## config.mk

```make
export PLATFORM = sky130hd
export DESIGN_NAME = pinned_lru_slot_cache_flat
export DESIGN_NICKNAME = d
export VERILOG_FILES = /design/src/rtl/plc_pkg.sv /design/src/rtl/plc_ifs.sv /design/src/rtl/plc_ctrl.sv /design/src/rtl/plc_datapath.sv /design/src/rtl/pinned_lru_slot_cache.sv /design/src/flat_wrapper.sv
export SDC_FILE = /design/constraint.sdc
export NUM_CORES = 2
export LEC_CHECK = 0
export BUFFER_PORTS_ARGS = -buffer_cell sky130_fd_sc_hd__buf_2
export CAP_MARGIN = 20
export CORE_AREA = 2 2 263 265
export DETAILED_ROUTE_END_ITERATION = 7
export DIE_AREA = 0 0 265 267
export GPL_TIMING_DRIVEN = 0
export HOLD_SLACK_MARGIN = 0.06
export PLACE_DENSITY = 0.81
export SLEW_MARGIN = 20
export SYNTH_ARGS = -nofsm -noshare
export SYNTH_HDL_FRONTEND = slang
export SYNTH_SLANG_ARGS = --single-unit
```

## constraint.sdc

```tcl
create_clock -name clock -period 7.5 [get_ports clock]
set_input_delay 0.75 -clock clock [delete_from_list [all_inputs] [get_ports clock]]
set_output_delay 0.75 -clock clock [all_outputs]
set_load 0.005 [all_outputs]
```

## src/rtl/plc_pkg.sv

```systemverilog
// -----------------------------------------------------------------------------
// plc_pkg
// Shared types, codes and sizes of the pinned LRU slot cache.
// -----------------------------------------------------------------------------
`default_nettype none

package plc_pkg;

   localparam int Ways          = 5;
   localparam int WayBits       = 3;
   localparam int TypeTagBits   = 16;
   localparam int TagInBits     = 16;
   localparam int OffsetBits    = 32;
   localparam int SizeBits      = 16;
   localparam int EntrySizeBits = 4;
   localparam int AgeBits       = 32;
   localparam int PinBits       = 8;
   localparam int CsrIndexBits  = 2;

   localparam logic [PinBits-1:0]  PinMax           = {PinBits{1'b1}};
   localparam logic [SizeBits-1:0] DefaultStoreSize = 16'd8;

   localparam logic [CsrIndexBits-1:0] CsrCacheEnable = 2'd0;
   localparam logic [CsrIndexBits-1:0] CsrScanSound   = 2'd1;

   typedef enum logic [3:0] {
      ACT_READ       = 4'd0,
      ACT_READ_PIN   = 4'd1,
      ACT_STORE_NOTE = 4'd2,
      ACT_WRITE_THRU = 4'd3,
      ACT_CLOBBER    = 4'd4,
      ACT_UNPIN      = 4'd5,
      ACT_PIN_QUERY  = 4'd6,
      ACT_FLUSH      = 4'd7,
      ACT_CALL       = 4'd8
   } action_type;

   typedef enum logic [1:0] {
      STS_NONE       = 2'd0,
      STS_HIT        = 2'd1,
      STS_FILLED     = 2'd2,
      STS_ALL_PINNED = 2'd3
   } status_type;

   typedef enum logic [1:0] {
      KIND_DIRECT  = 2'd0,
      KIND_GLOBAL  = 2'd1,
      KIND_POINTER = 2'd2
   } addr_kind_type;

   typedef struct packed {
      logic [3:0]            action;
      logic [OffsetBits-1:0] slot_offset;
      logic [TagInBits-1:0]  type_tag;
      logic [SizeBits-1:0]   access_size;
      logic                  cacheable;
      logic                  escaped;
      logic [1:0]            addr_kind;
      logic [WayBits-1:0]    way_sel;
   } item_type;

   typedef struct packed {
      logic               load;
      logic               scan_en;
      logic               scan_first;
      logic [WayBits-1:0] scan_idx;
      logic               commit;
   } cmd_type;

   typedef struct packed {
      logic need_scan;
   } stat_type;

endpackage

`default_nettype wire

```

## src/rtl/plc_ifs.sv

```systemverilog
// -----------------------------------------------------------------------------
// plc channel interfaces
// Request, response and register write channels with valid/ready handshake.
// -----------------------------------------------------------------------------
`default_nettype none

interface plc_req_if;
   logic                                 valid;
   logic                                 ready;
   logic [3:0]                           action;
   logic signed [plc_pkg::OffsetBits-1:0] slot_offset;
   logic [plc_pkg::TagInBits-1:0]        type_tag;
   logic [plc_pkg::SizeBits-1:0]         access_size;
   logic                                 cacheable;
   logic                                 escaped;
   logic [1:0]                           addr_kind;
   logic [plc_pkg::WayBits-1:0]          way_sel;

   modport source (output valid, action, slot_offset, type_tag, access_size,
                   cacheable, escaped, addr_kind, way_sel, input ready);
   modport sink   (input valid, action, slot_offset, type_tag, access_size,
                   cacheable, escaped, addr_kind, way_sel, output ready);
endinterface

interface plc_rsp_if;
   logic                        valid;
   logic                        ready;
   logic [1:0]                  status;
   logic [plc_pkg::WayBits-1:0] way_index;
   logic                        pinned;
   logic [plc_pkg::Ways-1:0]    used_mask;

   modport source (output valid, status, way_index, pinned, used_mask, input ready);
   modport sink   (input valid, status, way_index, pinned, used_mask, output ready);
endinterface

interface plc_csr_if;
   logic                             valid;
   logic                             ready;
   logic [plc_pkg::CsrIndexBits-1:0] index;
   logic                             data;

   modport source (output valid, index, data, input ready);
   modport sink   (input valid, index, data, output ready);
endinterface

`default_nettype wire

```

## src/rtl/plc_ctrl.sv

```systemverilog
// -----------------------------------------------------------------------------
// plc_ctrl
// Sequencer: accepts a transaction, steps the way scan, commits the update.
// -----------------------------------------------------------------------------
`default_nettype none

module plc_ctrl (
   input  wire logic             clock,
   input  wire logic             reset,
   input  wire logic             req_valid,
   output logic                  req_ready,
   output logic                  rsp_valid,
   input  wire logic             rsp_ready,
   input  wire plc_pkg::stat_type stat,
   output plc_pkg::cmd_type      cmd
);

   typedef enum logic [2:0] {
      ST_IDLE   = 3'b001,
      ST_SCAN   = 3'b010,
      ST_COMMIT = 3'b100
   } state_type;

   localparam logic [plc_pkg::WayBits-1:0] LastWay = plc_pkg::WayBits'(plc_pkg::Ways - 1);

   state_type                   state_ff, state_in;
   logic [plc_pkg::WayBits-1:0] scan_idx_ff, scan_idx_in;
   logic                        rsp_valid_ff, rsp_valid_in;
   logic                        commit;

   assign req_ready = (state_ff == ST_IDLE);
   assign rsp_valid = rsp_valid_ff;
   assign commit    = (state_ff == ST_COMMIT) && (!rsp_valid_ff || rsp_ready);

   always_comb begin
      state_in     = state_ff;
      scan_idx_in  = scan_idx_ff;
      rsp_valid_in = rsp_valid_ff && !rsp_ready;
      unique case (state_ff)
         ST_IDLE: begin
            scan_idx_in = '0;
            if (req_valid) begin
               state_in = ST_SCAN;
            end
         end
         ST_SCAN: begin
            if (!stat.need_scan || scan_idx_ff == LastWay) begin
               state_in    = ST_COMMIT;
               scan_idx_in = '0;
            end else begin
               scan_idx_in = scan_idx_ff + 1'b1;
            end
         end
         ST_COMMIT: begin
            if (commit) begin
               state_in     = ST_IDLE;
               rsp_valid_in = 1'b1;
            end
         end
         default: begin
            state_in = ST_IDLE;
         end
      endcase
   end

   always_ff @(posedge clock) begin
      if (reset) begin
         state_ff     <= ST_IDLE;
         scan_idx_ff  <= '0;
         rsp_valid_ff <= 1'b0;
      end else begin
         state_ff     <= state_in;
         scan_idx_ff  <= scan_idx_in;
         rsp_valid_ff <= rsp_valid_in;
      end
   end

   always_comb begin
      cmd            = '0;
      cmd.load       = req_valid && (state_ff == ST_IDLE);
      cmd.scan_en    = (state_ff == ST_SCAN);
      cmd.scan_first = (scan_idx_ff == '0);
      cmd.scan_idx   = scan_idx_ff;
      cmd.commit     = commit;
   end

endmodule

`default_nettype wire

```

## src/rtl/plc_datapath.sv

```systemverilog
// -----------------------------------------------------------------------------
// plc_datapath
// Way table, hit/LRU scan, range invalidation, pin counts and response register.
// -----------------------------------------------------------------------------
`default_nettype none

module plc_datapath #(
   parameter int TYPE_TAG_BITS = plc_pkg::TypeTagBits
) (
   input  wire logic                                clock,
   input  wire logic                                reset,
   input  wire plc_pkg::cmd_type                    cmd,
   output plc_pkg::stat_type                        stat,
   input  wire plc_pkg::item_type                   item_in,
   input  wire logic                                csr_we,
   input  wire logic [plc_pkg::CsrIndexBits-1:0]    csr_index,
   input  wire logic                                csr_data,
   output logic [1:0]                               rsp_status,
   output logic [plc_pkg::WayBits-1:0]              rsp_way_index,
   output logic                                     rsp_pinned,
   output logic [plc_pkg::Ways-1:0]                 rsp_used_mask
);

   localparam int TagW = (TYPE_TAG_BITS < plc_pkg::TagInBits) ?
                         TYPE_TAG_BITS : plc_pkg::TagInBits;
   localparam int Ways = plc_pkg::Ways;
   localparam int WB   = plc_pkg::WayBits;

   // configuration
   logic cache_enable_ff, scan_sound_ff;

   // latched transaction
   plc_pkg::item_type item_ff;
   logic [TagW-1:0]   item_tag;

   // way table
   logic [Ways-1:0]                      valid_ff, valid_in;
   logic [Ways-1:0]                      surv_ff, surv_in;
   logic [plc_pkg::OffsetBits-1:0]       off_ff [Ways];
   logic [plc_pkg::OffsetBits-1:0]       off_in [Ways];
   logic [TagW-1:0]                      tag_ff [Ways];
   logic [TagW-1:0]                      tag_in [Ways];
   logic [plc_pkg::EntrySizeBits-1:0]    esize_ff [Ways];
   logic [plc_pkg::EntrySizeBits-1:0]    esize_in [Ways];
   logic [plc_pkg::AgeBits-1:0]          age_ff [Ways];
   logic [plc_pkg::AgeBits-1:0]          age_in [Ways];
   logic [plc_pkg::PinBits-1:0]          pin_ff [Ways];
   logic [plc_pkg::PinBits-1:0]          pin_in [Ways];

   logic [plc_pkg::AgeBits-1:0]          age_clock_ff, age_clock_in;
   logic                                 pend_valid_ff, pend_valid_in;
   logic [plc_pkg::OffsetBits-1:0]       pend_off_ff, pend_off_in;
   logic                                 pend_surv_ff, pend_surv_in;
   logic [Ways-1:0]                      used_ff, used_in;

   // scan results
   logic                        hit_found_ff, hit_found_in;
   logic [WB-1:0]               hit_idx_ff, hit_idx_in;
   logic                        free_found_ff, free_found_in;
   logic [WB-1:0]               free_idx_ff, free_idx_in;
   logic                        best_found_ff, best_found_in;
   logic [WB-1:0]               best_idx_ff, best_idx_in;
   logic [plc_pkg::AgeBits-1:0] best_age_ff, best_age_in;

   // response register
   logic [1:0]      rsp_status_ff, rsp_status_in;
   logic [WB-1:0]   rsp_way_ff, rsp_way_in;
   logic            rsp_pinned_ff, rsp_pinned_in;
   logic [Ways-1:0] rsp_used_ff;

   // decode of the latched transaction
   logic                        size_ok, kind_direct, kind_global, offset_ok;
   logic [plc_pkg::SizeBits-1:0] st_size;
   logic [Ways-1:0]             overlap, exact, pin_nz;
   logic                        pick_ok;
   logic [WB-1:0]               pick_idx;

   assign item_tag    = item_ff.type_tag[TagW-1:0];
   assign size_ok     = (item_ff.access_size == 16'd1) || (item_ff.access_size == 16'd2) ||
                        (item_ff.access_size == 16'd4) || (item_ff.access_size == 16'd8);
   assign kind_direct = (item_ff.addr_kind == plc_pkg::KIND_DIRECT);
   assign kind_global = (item_ff.addr_kind == plc_pkg::KIND_GLOBAL);
   assign offset_ok   = (item_ff.slot_offset == pend_off_ff);
   assign st_size     = (item_ff.access_size == '0) ? plc_pkg::DefaultStoreSize
                                                    : item_ff.access_size;
   assign pick_ok     = free_found_ff || best_found_ff;
   assign pick_idx    = free_found_ff ? free_idx_ff : best_idx_ff;

   assign stat.need_scan = (item_ff.action == plc_pkg::ACT_READ) ||
                           (item_ff.action == plc_pkg::ACT_READ_PIN) ||
                           (item_ff.action == plc_pkg::ACT_WRITE_THRU);

   // overlap and exact-match test per way
   always_comb begin
      logic signed [33:0] ent_lo, ent_hi, st_lo, st_hi;
      st_lo = $signed({{2{item_ff.slot_offset[31]}}, item_ff.slot_offset});
      st_hi = st_lo + $signed({18'b0, st_size});
      for (int j = 0; j < Ways; j++) begin
         ent_lo     = $signed({{2{off_ff[j][31]}}, off_ff[j]});
         ent_hi     = ent_lo + $signed({30'b0, esize_ff[j]});
         overlap[j] = valid_ff[j] && (ent_lo < st_hi) && (st_lo < ent_hi);
         exact[j]   = (ent_lo == st_lo) &&
                      ({{(plc_pkg::SizeBits-plc_pkg::EntrySizeBits){1'b0}}, esize_ff[j]}
                       == st_size);
         pin_nz[j]  = (pin_ff[j] != '0);
      end
   end

   // one way per cycle: first hit, first free unpinned, oldest unpinned
   always_comb begin
      logic          s_hit, s_unpinned, s_valid;
      logic [WB-1:0] sidx;
      sidx          = cmd.scan_idx;
      hit_found_in  = cmd.scan_first ? 1'b0 : hit_found_ff;
      hit_idx_in    = hit_idx_ff;
      free_found_in = cmd.scan_first ? 1'b0 : free_found_ff;
      free_idx_in   = free_idx_ff;
      best_found_in = cmd.scan_first ? 1'b0 : best_found_ff;
      best_idx_in   = best_idx_ff;
      best_age_in   = best_age_ff;
      s_valid       = valid_ff[sidx];
      s_hit         = s_valid && (off_ff[sidx] == item_ff.slot_offset) &&
                      (tag_ff[sidx] == item_tag);
      s_unpinned    = (pin_ff[sidx] == '0);
      if (cmd.scan_en) begin
         if (s_hit && !hit_found_in) begin
            hit_found_in = 1'b1;
            hit_idx_in   = sidx;
         end
         if (s_unpinned && !s_valid && !free_found_in) begin
            free_found_in = 1'b1;
            free_idx_in   = sidx;
         end
         if (s_unpinned && s_valid && (!best_found_in || age_ff[sidx] < best_age_in)) begin
            best_found_in = 1'b1;
            best_idx_in   = sidx;
            best_age_in   = age_ff[sidx];
         end
      end else begin
         hit_found_in  = hit_found_ff;
         free_found_in = free_found_ff;
         best_found_in = best_found_ff;
      end
   end

   // commit of one transaction
   always_comb begin
      logic          fill_en, touch_en, pin_inc, drop_all, drop_range, remember;
      logic          fill_surv;
      logic [WB-1:0] tgt;
      fill_en    = 1'b0;
      touch_en   = 1'b0;
      pin_inc    = 1'b0;
      drop_all   = 1'b0;
      drop_range = 1'b0;
      remember   = 1'b0;
      fill_surv  = 1'b0;
      tgt        = pick_idx;

      valid_in      = valid_ff;
      surv_in       = surv_ff;
      off_in        = off_ff;
      tag_in        = tag_ff;
      esize_in      = esize_ff;
      age_in        = age_ff;
      pin_in        = pin_ff;
      age_clock_in  = age_clock_ff;
      pend_valid_in = pend_valid_ff;
      pend_off_in   = pend_off_ff;
      pend_surv_in  = pend_surv_ff;
      used_in       = used_ff;
      rsp_status_in = plc_pkg::STS_NONE;
      rsp_way_in    = '0;
      rsp_pinned_in = 1'b0;

      if (cmd.commit) begin
         unique case (item_ff.action)
            plc_pkg::ACT_READ, plc_pkg::ACT_READ_PIN: begin
               if (cache_enable_ff && item_ff.cacheable && size_ok) begin
                  if (hit_found_ff) begin
                     touch_en      = 1'b1;
                     tgt           = hit_idx_ff;
                     rsp_status_in = plc_pkg::STS_HIT;
                  end else if (pick_ok) begin
                     fill_en       = 1'b1;
                     fill_surv     = scan_sound_ff && !item_ff.escaped;
                     rsp_status_in = plc_pkg::STS_FILLED;
                  end else begin
                     rsp_status_in = plc_pkg::STS_ALL_PINNED;
                  end
                  pin_inc = (item_ff.action == plc_pkg::ACT_READ_PIN) &&
                            (hit_found_ff || pick_ok);
               end
            end
            plc_pkg::ACT_STORE_NOTE: begin
               pend_valid_in = 1'b0;
               if (cache_enable_ff && !kind_global) begin
                  drop_all   = !kind_direct;
                  drop_range = kind_direct;
                  remember   = 1'b1;
               end
            end
            plc_pkg::ACT_WRITE_THRU: begin
               pend_valid_in = 1'b0;
               if (cache_enable_ff && pend_valid_ff && kind_direct && offset_ok &&
                   item_ff.cacheable && size_ok) begin
                  if (pick_ok) begin
                     fill_en       = 1'b1;
                     fill_surv     = pend_surv_ff;
                     rsp_status_in = plc_pkg::STS_FILLED;
                  end else begin
                     rsp_status_in = plc_pkg::STS_ALL_PINNED;
                  end
               end
            end
            plc_pkg::ACT_CLOBBER: begin
               if (cache_enable_ff && (item_ff.access_size != '0) && !kind_global) begin
                  drop_all   = !kind_direct;
                  drop_range = kind_direct;
               end
            end
            plc_pkg::ACT_UNPIN: begin
               for (int j = 0; j < Ways; j++) begin
                  if (item_ff.way_sel == WB'(j) && pin_nz[j]) begin
                     pin_in[j] = pin_ff[j] - 1'b1;
                  end
               end
            end
            plc_pkg::ACT_PIN_QUERY: begin
               for (int j = 0; j < Ways; j++) begin
                  if (item_ff.way_sel == WB'(j)) begin
                     rsp_pinned_in = pin_nz[j];
                  end
               end
            end
            plc_pkg::ACT_FLUSH: begin
               drop_all = 1'b1;
            end
            plc_pkg::ACT_CALL: begin
               valid_in = valid_ff & surv_ff;
            end
            default: begin
            end
         endcase

         if (fill_en || touch_en) begin
            age_clock_in = age_clock_ff + 1'b1;
            rsp_way_in   = tgt;
         end

         for (int j = 0; j < Ways; j++) begin
            if (tgt == WB'(j)) begin
               if (fill_en) begin
                  valid_in[j] = 1'b1;
                  off_in[j]   = item_ff.slot_offset;
                  tag_in[j]   = item_tag;
                  esize_in[j] = item_ff.access_size[plc_pkg::EntrySizeBits-1:0];
                  surv_in[j]  = fill_surv;
                  used_in[j]  = 1'b1;
               end
               if (fill_en || touch_en) begin
                  age_in[j] = age_clock_in;
               end
               if (pin_inc && pin_ff[j] != plc_pkg::PinMax) begin
                  pin_in[j] = pin_ff[j] + 1'b1;
               end
            end
            if (drop_all) begin
               valid_in[j] = 1'b0;
            end
            // highest matching way wins the pending survive bit
            if (drop_range && overlap[j]) begin
               valid_in[j] = 1'b0;
               if (remember && exact[j]) begin
                  pend_valid_in = 1'b1;
                  pend_off_in   = item_ff.slot_offset;
                  pend_surv_in  = surv_ff[j];
               end
            end
         end
      end
   end

   always_ff @(posedge clock) begin
      if (reset) begin
         cache_enable_ff <= 1'b1;
         scan_sound_ff   <= 1'b1;
      end else if (csr_we) begin
         unique case (csr_index)
            plc_pkg::CsrCacheEnable: cache_enable_ff <= csr_data;
            plc_pkg::CsrScanSound:   scan_sound_ff   <= csr_data;
            default: begin
            end
         endcase
      end
   end

   always_ff @(posedge clock) begin
      if (reset) begin
         valid_ff      <= '0;
         pin_ff        <= '{default: '0};
         age_clock_ff  <= '0;
         pend_valid_ff <= 1'b0;
         used_ff       <= '0;
         hit_found_ff  <= 1'b0;
         free_found_ff <= 1'b0;
         best_found_ff <= 1'b0;
      end else begin
         valid_ff      <= valid_in;
         pin_ff        <= pin_in;
         age_clock_ff  <= age_clock_in;
         pend_valid_ff <= pend_valid_in;
         used_ff       <= used_in;
         hit_found_ff  <= hit_found_in;
         free_found_ff <= free_found_in;
         best_found_ff <= best_found_in;
      end
   end

   always_ff @(posedge clock) begin
      if (cmd.load) begin
         item_ff <= item_in;
      end
      surv_ff     <= surv_in;
      off_ff      <= off_in;
      tag_ff      <= tag_in;
      esize_ff    <= esize_in;
      age_ff      <= age_in;
      pend_off_ff  <= pend_off_in;
      pend_surv_ff <= pend_surv_in;
      hit_idx_ff  <= hit_idx_in;
      free_idx_ff <= free_idx_in;
      best_idx_ff <= best_idx_in;
      best_age_ff <= best_age_in;
      if (cmd.commit) begin
         rsp_status_ff <= rsp_status_in;
         rsp_way_ff    <= rsp_way_in;
         rsp_pinned_ff <= rsp_pinned_in;
         rsp_used_ff   <= used_in;
      end
   end

   assign rsp_status    = rsp_status_ff;
   assign rsp_way_index = rsp_way_ff;
   assign rsp_pinned    = rsp_pinned_ff;
   assign rsp_used_mask = rsp_used_ff;

endmodule

`default_nettype wire

```

## src/rtl/pinned_lru_slot_cache.sv

```systemverilog
// -----------------------------------------------------------------------------
// pinned_lru_slot_cache
// Five-way fully associative frame slot cache with LRU fill, pinning and
// range invalidation.
// -----------------------------------------------------------------------------
// One transaction is in work at a time. For read, read-and-pin and
// write-through the hit and LRU victim search steps through the way table
// one way per cycle; then the commit state writes the update into the table
// and the response register, waiting while a previous response is not yet
// taken. All other actions leave the scan state after its first way. A new
// request is taken in the cycle after the commit, even while the previous
// response still waits to be taken. Register writes are always ready and
// must be issued while the block is idle.
`default_nettype none

module pinned_lru_slot_cache #(
   parameter int TYPE_TAG_BITS = plc_pkg::TypeTagBits
) (
   input  wire logic  clock,
   input  wire logic  reset,
   plc_req_if.sink    req_if,
   plc_rsp_if.source  rsp_if,
   plc_csr_if.sink    csr_if
);

   plc_pkg::cmd_type  cmd;
   plc_pkg::stat_type stat;
   plc_pkg::item_type item;

   always_comb begin
      item             = '0;
      item.action      = req_if.action;
      item.slot_offset = req_if.slot_offset;
      item.type_tag    = req_if.type_tag;
      item.access_size = req_if.access_size;
      item.cacheable   = req_if.cacheable;
      item.escaped     = req_if.escaped;
      item.addr_kind   = req_if.addr_kind;
      item.way_sel     = req_if.way_sel;
   end

   assign csr_if.ready = 1'b1;

   plc_ctrl u_ctrl (
      .clock     (clock),
      .reset     (reset),
      .req_valid (req_if.valid),
      .req_ready (req_if.ready),
      .rsp_valid (rsp_if.valid),
      .rsp_ready (rsp_if.ready),
      .stat      (stat),
      .cmd       (cmd)
   );

   plc_datapath #(
      .TYPE_TAG_BITS (TYPE_TAG_BITS)
   ) u_datapath (
      .clock         (clock),
      .reset         (reset),
      .cmd           (cmd),
      .stat          (stat),
      .item_in       (item),
      .csr_we        (csr_if.valid),
      .csr_index     (csr_if.index),
      .csr_data      (csr_if.data),
      .rsp_status    (rsp_if.status),
      .rsp_way_index (rsp_if.way_index),
      .rsp_pinned    (rsp_if.pinned),
      .rsp_used_mask (rsp_if.used_mask)
   );

endmodule

`default_nettype wire

```

## src/flat_wrapper.sv

```systemverilog
// flat-port wrapper written by rule: the top's interface ports become plain ports
module pinned_lru_slot_cache_flat 
#(
   parameter int TYPE_TAG_BITS = plc_pkg::TypeTagBits
)
  (clock, reset, req_if_valid, req_if_action, req_if_slot_offset, req_if_type_tag, req_if_access_size, req_if_cacheable, req_if_escaped, req_if_addr_kind, req_if_way_sel, req_if_ready, rsp_if_valid, rsp_if_status, rsp_if_way_index, rsp_if_pinned, rsp_if_used_mask, rsp_if_ready, csr_if_valid, csr_if_index, csr_if_data, csr_if_ready);
  plc_req_if req_if_i ();
  plc_rsp_if rsp_if_i ();
  plc_csr_if csr_if_i ();
  input  wire logic clock;
  input  wire logic reset;
  input wire logic [$bits(req_if_i.valid)-1:0] req_if_valid;
  input wire logic [$bits(req_if_i.action)-1:0] req_if_action;
  input wire logic [$bits(req_if_i.slot_offset)-1:0] req_if_slot_offset;
  input wire logic [$bits(req_if_i.type_tag)-1:0] req_if_type_tag;
  input wire logic [$bits(req_if_i.access_size)-1:0] req_if_access_size;
  input wire logic [$bits(req_if_i.cacheable)-1:0] req_if_cacheable;
  input wire logic [$bits(req_if_i.escaped)-1:0] req_if_escaped;
  input wire logic [$bits(req_if_i.addr_kind)-1:0] req_if_addr_kind;
  input wire logic [$bits(req_if_i.way_sel)-1:0] req_if_way_sel;
  output wire logic [$bits(req_if_i.ready)-1:0] req_if_ready;
  output wire logic [$bits(rsp_if_i.valid)-1:0] rsp_if_valid;
  output wire logic [$bits(rsp_if_i.status)-1:0] rsp_if_status;
  output wire logic [$bits(rsp_if_i.way_index)-1:0] rsp_if_way_index;
  output wire logic [$bits(rsp_if_i.pinned)-1:0] rsp_if_pinned;
  output wire logic [$bits(rsp_if_i.used_mask)-1:0] rsp_if_used_mask;
  input wire logic [$bits(rsp_if_i.ready)-1:0] rsp_if_ready;
  input wire logic [$bits(csr_if_i.valid)-1:0] csr_if_valid;
  input wire logic [$bits(csr_if_i.index)-1:0] csr_if_index;
  input wire logic [$bits(csr_if_i.data)-1:0] csr_if_data;
  output wire logic [$bits(csr_if_i.ready)-1:0] csr_if_ready;
  assign req_if_i.valid = req_if_valid;
  assign req_if_i.action = req_if_action;
  assign req_if_i.slot_offset = req_if_slot_offset;
  assign req_if_i.type_tag = req_if_type_tag;
  assign req_if_i.access_size = req_if_access_size;
  assign req_if_i.cacheable = req_if_cacheable;
  assign req_if_i.escaped = req_if_escaped;
  assign req_if_i.addr_kind = req_if_addr_kind;
  assign req_if_i.way_sel = req_if_way_sel;
  assign req_if_ready = req_if_i.ready;
  assign rsp_if_valid = rsp_if_i.valid;
  assign rsp_if_status = rsp_if_i.status;
  assign rsp_if_way_index = rsp_if_i.way_index;
  assign rsp_if_pinned = rsp_if_i.pinned;
  assign rsp_if_used_mask = rsp_if_i.used_mask;
  assign rsp_if_i.ready = rsp_if_ready;
  assign csr_if_i.valid = csr_if_valid;
  assign csr_if_i.index = csr_if_index;
  assign csr_if_i.data = csr_if_data;
  assign csr_if_ready = csr_if_i.ready;
  pinned_lru_slot_cache #(.TYPE_TAG_BITS(TYPE_TAG_BITS)) u_core (.clock(clock), .reset(reset), .req_if(req_if_i), .rsp_if(rsp_if_i), .csr_if(csr_if_i));
endmodule
```

==> qor_table.md <==
| Result | Reported |
|---|---|
| Status | complete, but fails checks |
| Violated checks | design-rule violations |
| First-pass GRT wire length | 217.0 mm |
| Vias after detailed routing | 35070 |
| Yosys reg bits | 680 |
| Via-per-instance ratio | 7.074 |
| Overall die width | 265 microns |
| I/O Buffers | 94 |
| Final hold violation count | 0 |
| Via count of the first global-routing pass | 33280 |
| Max-cap violation count | 0 |
| Cells after Synth | 3804 |
| Initial antenna violation count | 4 |
| CTS Buf Count | 74 |
| Cell count after placement | 4804 |
| Cell taking the most area after synthesis | sky130_fd_sc_hd__edfxtp_1 |
| Highest net fanout along the worst path | 10 |
| Io pins | 97 |
| Ratio of final minimum period to clock period | 99.19% |
| Maximum clock frequency | 134.4 MHz |
| Post-CTS Hold Buffers | 0 |
| Post-synthesis cell type count | 107 |
| Most common library cell in the layout ignoring fill and taps | sky130_fd_sc_hd__edfxtp_1 |
| Maximum number of pins on one net before global-route repair | 56 |
| Largest clock skew in the final design | 39.56 ps |
| Path type of the worst min-delay path | in2reg |
| Sinks on Clock Net | 680 |
| Area fraction of the dominant cell type after synthesis | 40.78% |
| Max H-tree Level | 3 |
| Syn. warnings | 0 |
| Buffer cell driving the clock tree root | sky130_fd_sc_hd__clkbuf_16 |
| Routed len/inst | 30.47 microns |
| Max-slew headroom | 15.92% |
| Total global routing track utilization | 42.34% |
| Synthesized cell area | 43070 sq um |
| Remaining DRCs | 22 |
| Seq/Total Area, Yosys | 45.20% |
| Post-DP HPWL | 111.1 mm |
| Total power consumption of the routed design | 9.043 mW |
| Transition at the pin with the smallest max-transition slack | 1261 ps |
| Detailed Route Iter0 Violations | 5469 |
| Max clock buf depth | 3 |
| Sum Neg Setup Slack | 0 ps |
| Worst IR drop on VDD | 271.9 uV |
| Overall die height | 267 microns |
| Total power per unit cell area | 187.9 nW/um^2 |
| WS Path Type | reg2reg |
| Post-layout min period | 7440 ps |
| Remaining Overflow, GRT | 0 |
| Pins over their slew limit | 0 |
| Synthesized area per cell | 11.32 sq um |
| Initial core utilization | 63.36% |
| Net total in the final layout | 4501 |
| Post-layout instance count excluding filler cells | 4957 |
| TritonCTS clock tree | built |
| Worst path arrival time | 7820 ps |
| Share of post-route cells with drive strength above 1 | 11.93% |
| Biggest area contributors in the synthesized netlist | sky130_fd_sc_hd__edfxtp_1 41%, sky130_fd_sc_hd__ha_1 12%, sky130_fd_sc_hd__xnor2_1 6.0% |
| Synthesized netlist net count | 4289 |
| Final setup viols | 0 |
| Most used cells in the layout excluding fill and tap cells | 585 x sky130_fd_sc_hd__edfxtp_1, 396 x sky130_fd_sc_hd__ha_1, 293 x sky130_fd_sc_hd__xnor2_1 |
| Die area | 70760 sq um |
| Detail Route Antenna Nets | 0 |
| Num rows | 96 |
| Count of TritonRoute iterations in the first routing pass | 8 |
| Clk_lat worst skew | 660 ps |
| Routability congestion estimate | 1.129 |
| Clock transition at path regs | 60 ps |
| Nature of the critical path startpoint | flop |
| Standby leakage power | 16.96 nW |
| Critical Path RT | 7880 ps |
| Area of the core | 67990 sq um |
| Routed Wire Length | 151.1 mm |
| Post-synth ARST share | 0% |
| Worst Setup End Kind | flop |
| Synthesis-to-layout area growth | 11.71% |
| Number of enable flip-flop cells after synthesis | 585 |
| Flip-flop cell with the highest count after synthesis | sky130_fd_sc_hd__edfxtp_1 |
worst max-delay path: stages, from the launching register on:
cell                        delay, ps
sky130_fd_sc_hd__edfxtp_1         410
sky130_fd_sc_hd__nor4_2           320
sky130_fd_sc_hd__buf_4            260
sky130_fd_sc_hd__and4_4           310
sky130_fd_sc_hd__nor2_4            80
sky130_fd_sc_hd__inv_1             60
sky130_fd_sc_hd__ha_1             260
sky130_fd_sc_hd__and3_1           160
sky130_fd_sc_hd__a221o_2          450
sky130_fd_sc_hd__a41o_1           310
sky130_fd_sc_hd__a21o_1           180
sky130_fd_sc_hd__a21oi_1          230
sky130_fd_sc_hd__xor2_2           450
sky130_fd_sc_hd__ha_1             360
sky130_fd_sc_hd__a21oi_1          120
sky130_fd_sc_hd__o21ai_0          180
sky130_fd_sc_hd__or4_1            730
sky130_fd_sc_hd__a21oi_1          370
sky130_fd_sc_hd__maj3_2           330
sky130_fd_sc_hd__a21oi_1           90
sky130_fd_sc_hd__nor4b_2          720
sky130_fd_sc_hd__a2111oi_4         90
sky130_fd_sc_hd__buf_4            200
sky130_fd_sc_hd__buf_6            160
sky130_fd_sc_hd__mux2_4           310
flip-flops by register name, indices dropped and copies added (netlist names), 2 cells and up:
| signal | cells |
|---|---|
| u_core.u_ctrl.scan_idx_ff | 3 |
| u_core.u_ctrl.state_ff | 3 |
| u_core.u_datapath.age_clock_ff | 32 |
| u_core.u_datapath.age_ff | 160 |
| u_core.u_datapath.best_age_ff | 32 |
| u_core.u_datapath.best_idx_ff | 3 |
| u_core.u_datapath.esize_ff | 20 |
| u_core.u_datapath.free_idx_ff | 3 |
| u_core.u_datapath.hit_idx_ff | 3 |
| u_core.u_datapath.item_ff | 59 |
| u_core.u_datapath.item_tag | 16 |
| u_core.u_datapath.off_ff | 160 |
| u_core.u_datapath.pend_off_ff | 32 |
| u_core.u_datapath.pin_ff | 40 |
| u_core.u_datapath.rsp_status | 2 |
| u_core.u_datapath.rsp_used_mask | 5 |
| u_core.u_datapath.rsp_way_index | 3 |
| u_core.u_datapath.surv_ff | 5 |
| u_core.u_datapath.tag_ff | 80 |
| u_core.u_datapath.used_ff | 5 |
| u_core.u_datapath.valid_ff | 5 |
stage by stage:
stage	utilization, %	setup WS [ps]	instance area, sq um	hold WS [ps]
after floorplan	-	591.3	43070	440.4
after global placement	65.67	-2454	44650	457.8
after detailed placement	66.63	-1157	45300	477.0
after CTS	70.52	24.68	47940	247.9
after global routing	70.77	-97.86	48110	257.1
final	70.77	60.39	48120	261.5
cells in the mapped netlist (all sizes together) (37+ instances only):
cell type and instances:
nand4 179, buf 43, a22oi 55, ha 396
nor2 260, xor2 215, nor4 51, nand2 215
nand2b 37, inv 104, o21ai 123, a21oi 175
a21o 67, edfxtp 585, nor3 65, nand3 106
mux4 81, nor2b 38, xnor2 296, dfxtp 95
mux2 40, clkbuf 119, and3 50
cells by family after synthesis:
group / count (synthesis) / share of synthesized area (%)
XOR/XNOR: 511 / 10.39
other: 1 / 0.008706
AND/OR/NAND/NOR: 1137 / 13.72
multiplexers: 134 / 5.853
AO/OA/AOI/OAI: 671 / 10.56
adder cells (fa/ha/maj): 404 / 11.83
flip-flops: 680 / 45.20
buffers and inverters: 266 / 2.434
routing by layer:
layer,wire length (microns),GRT usage (%)
met3,22840,15.01
met5,217,1.109
met1,56540,56.80
met4,8862,19.77
met2,62600,61.43
power by group:
part           leakage (nW)  total [mW]  internal, mW  switching [mW]
clock network          1.20        3.78          2.19            1.59
logic                  10.1        1.03         0.371           0.664
registers              5.65        4.23          4.13          0.0989
total                  17.0        9.04          6.69            2.36
area by class of cell:
cell class | count | area (sq um)
diodes | 2 | 5.005
plain buffers | 159 | 668.1
clock buffers | 94 | 2009
clock inverters | 39 | 461.7
fillers | 4691 | 19870
inverters | 104 | 392.9
multi-input cells | 2858 | 22880
flip-flops and latches | 680 | 19470
well taps | 882 | 1104
repair buffers | 139 | 1131
final timing paths:
path,from,to,slack (ps),depth (start not counted)
min reg2reg,u_core.u_datapath.pend_valid_ff,u_core.u_datapath.pend_valid_ff,500,2
max,u_core.u_datapath.item_ff[17],u_core.u_datapath.pend_off_ff[8],60,24
min,req_if_access_size[13],u_core.u_datapath.item_ff[20],260,1
max reg2reg,u_core.u_datapath.item_ff[17],u_core.u_datapath.pend_off_ff[8],60,24
repair_timing:
action	in CTS	in global routing
hold endpoints to repair	0	0
gates resized for setup	23	13
pin swaps	4	8
setup buffers	7	14
endpoints found under the setup margin	46	54
No activity file was read; power rests on OpenSTA's default activity.
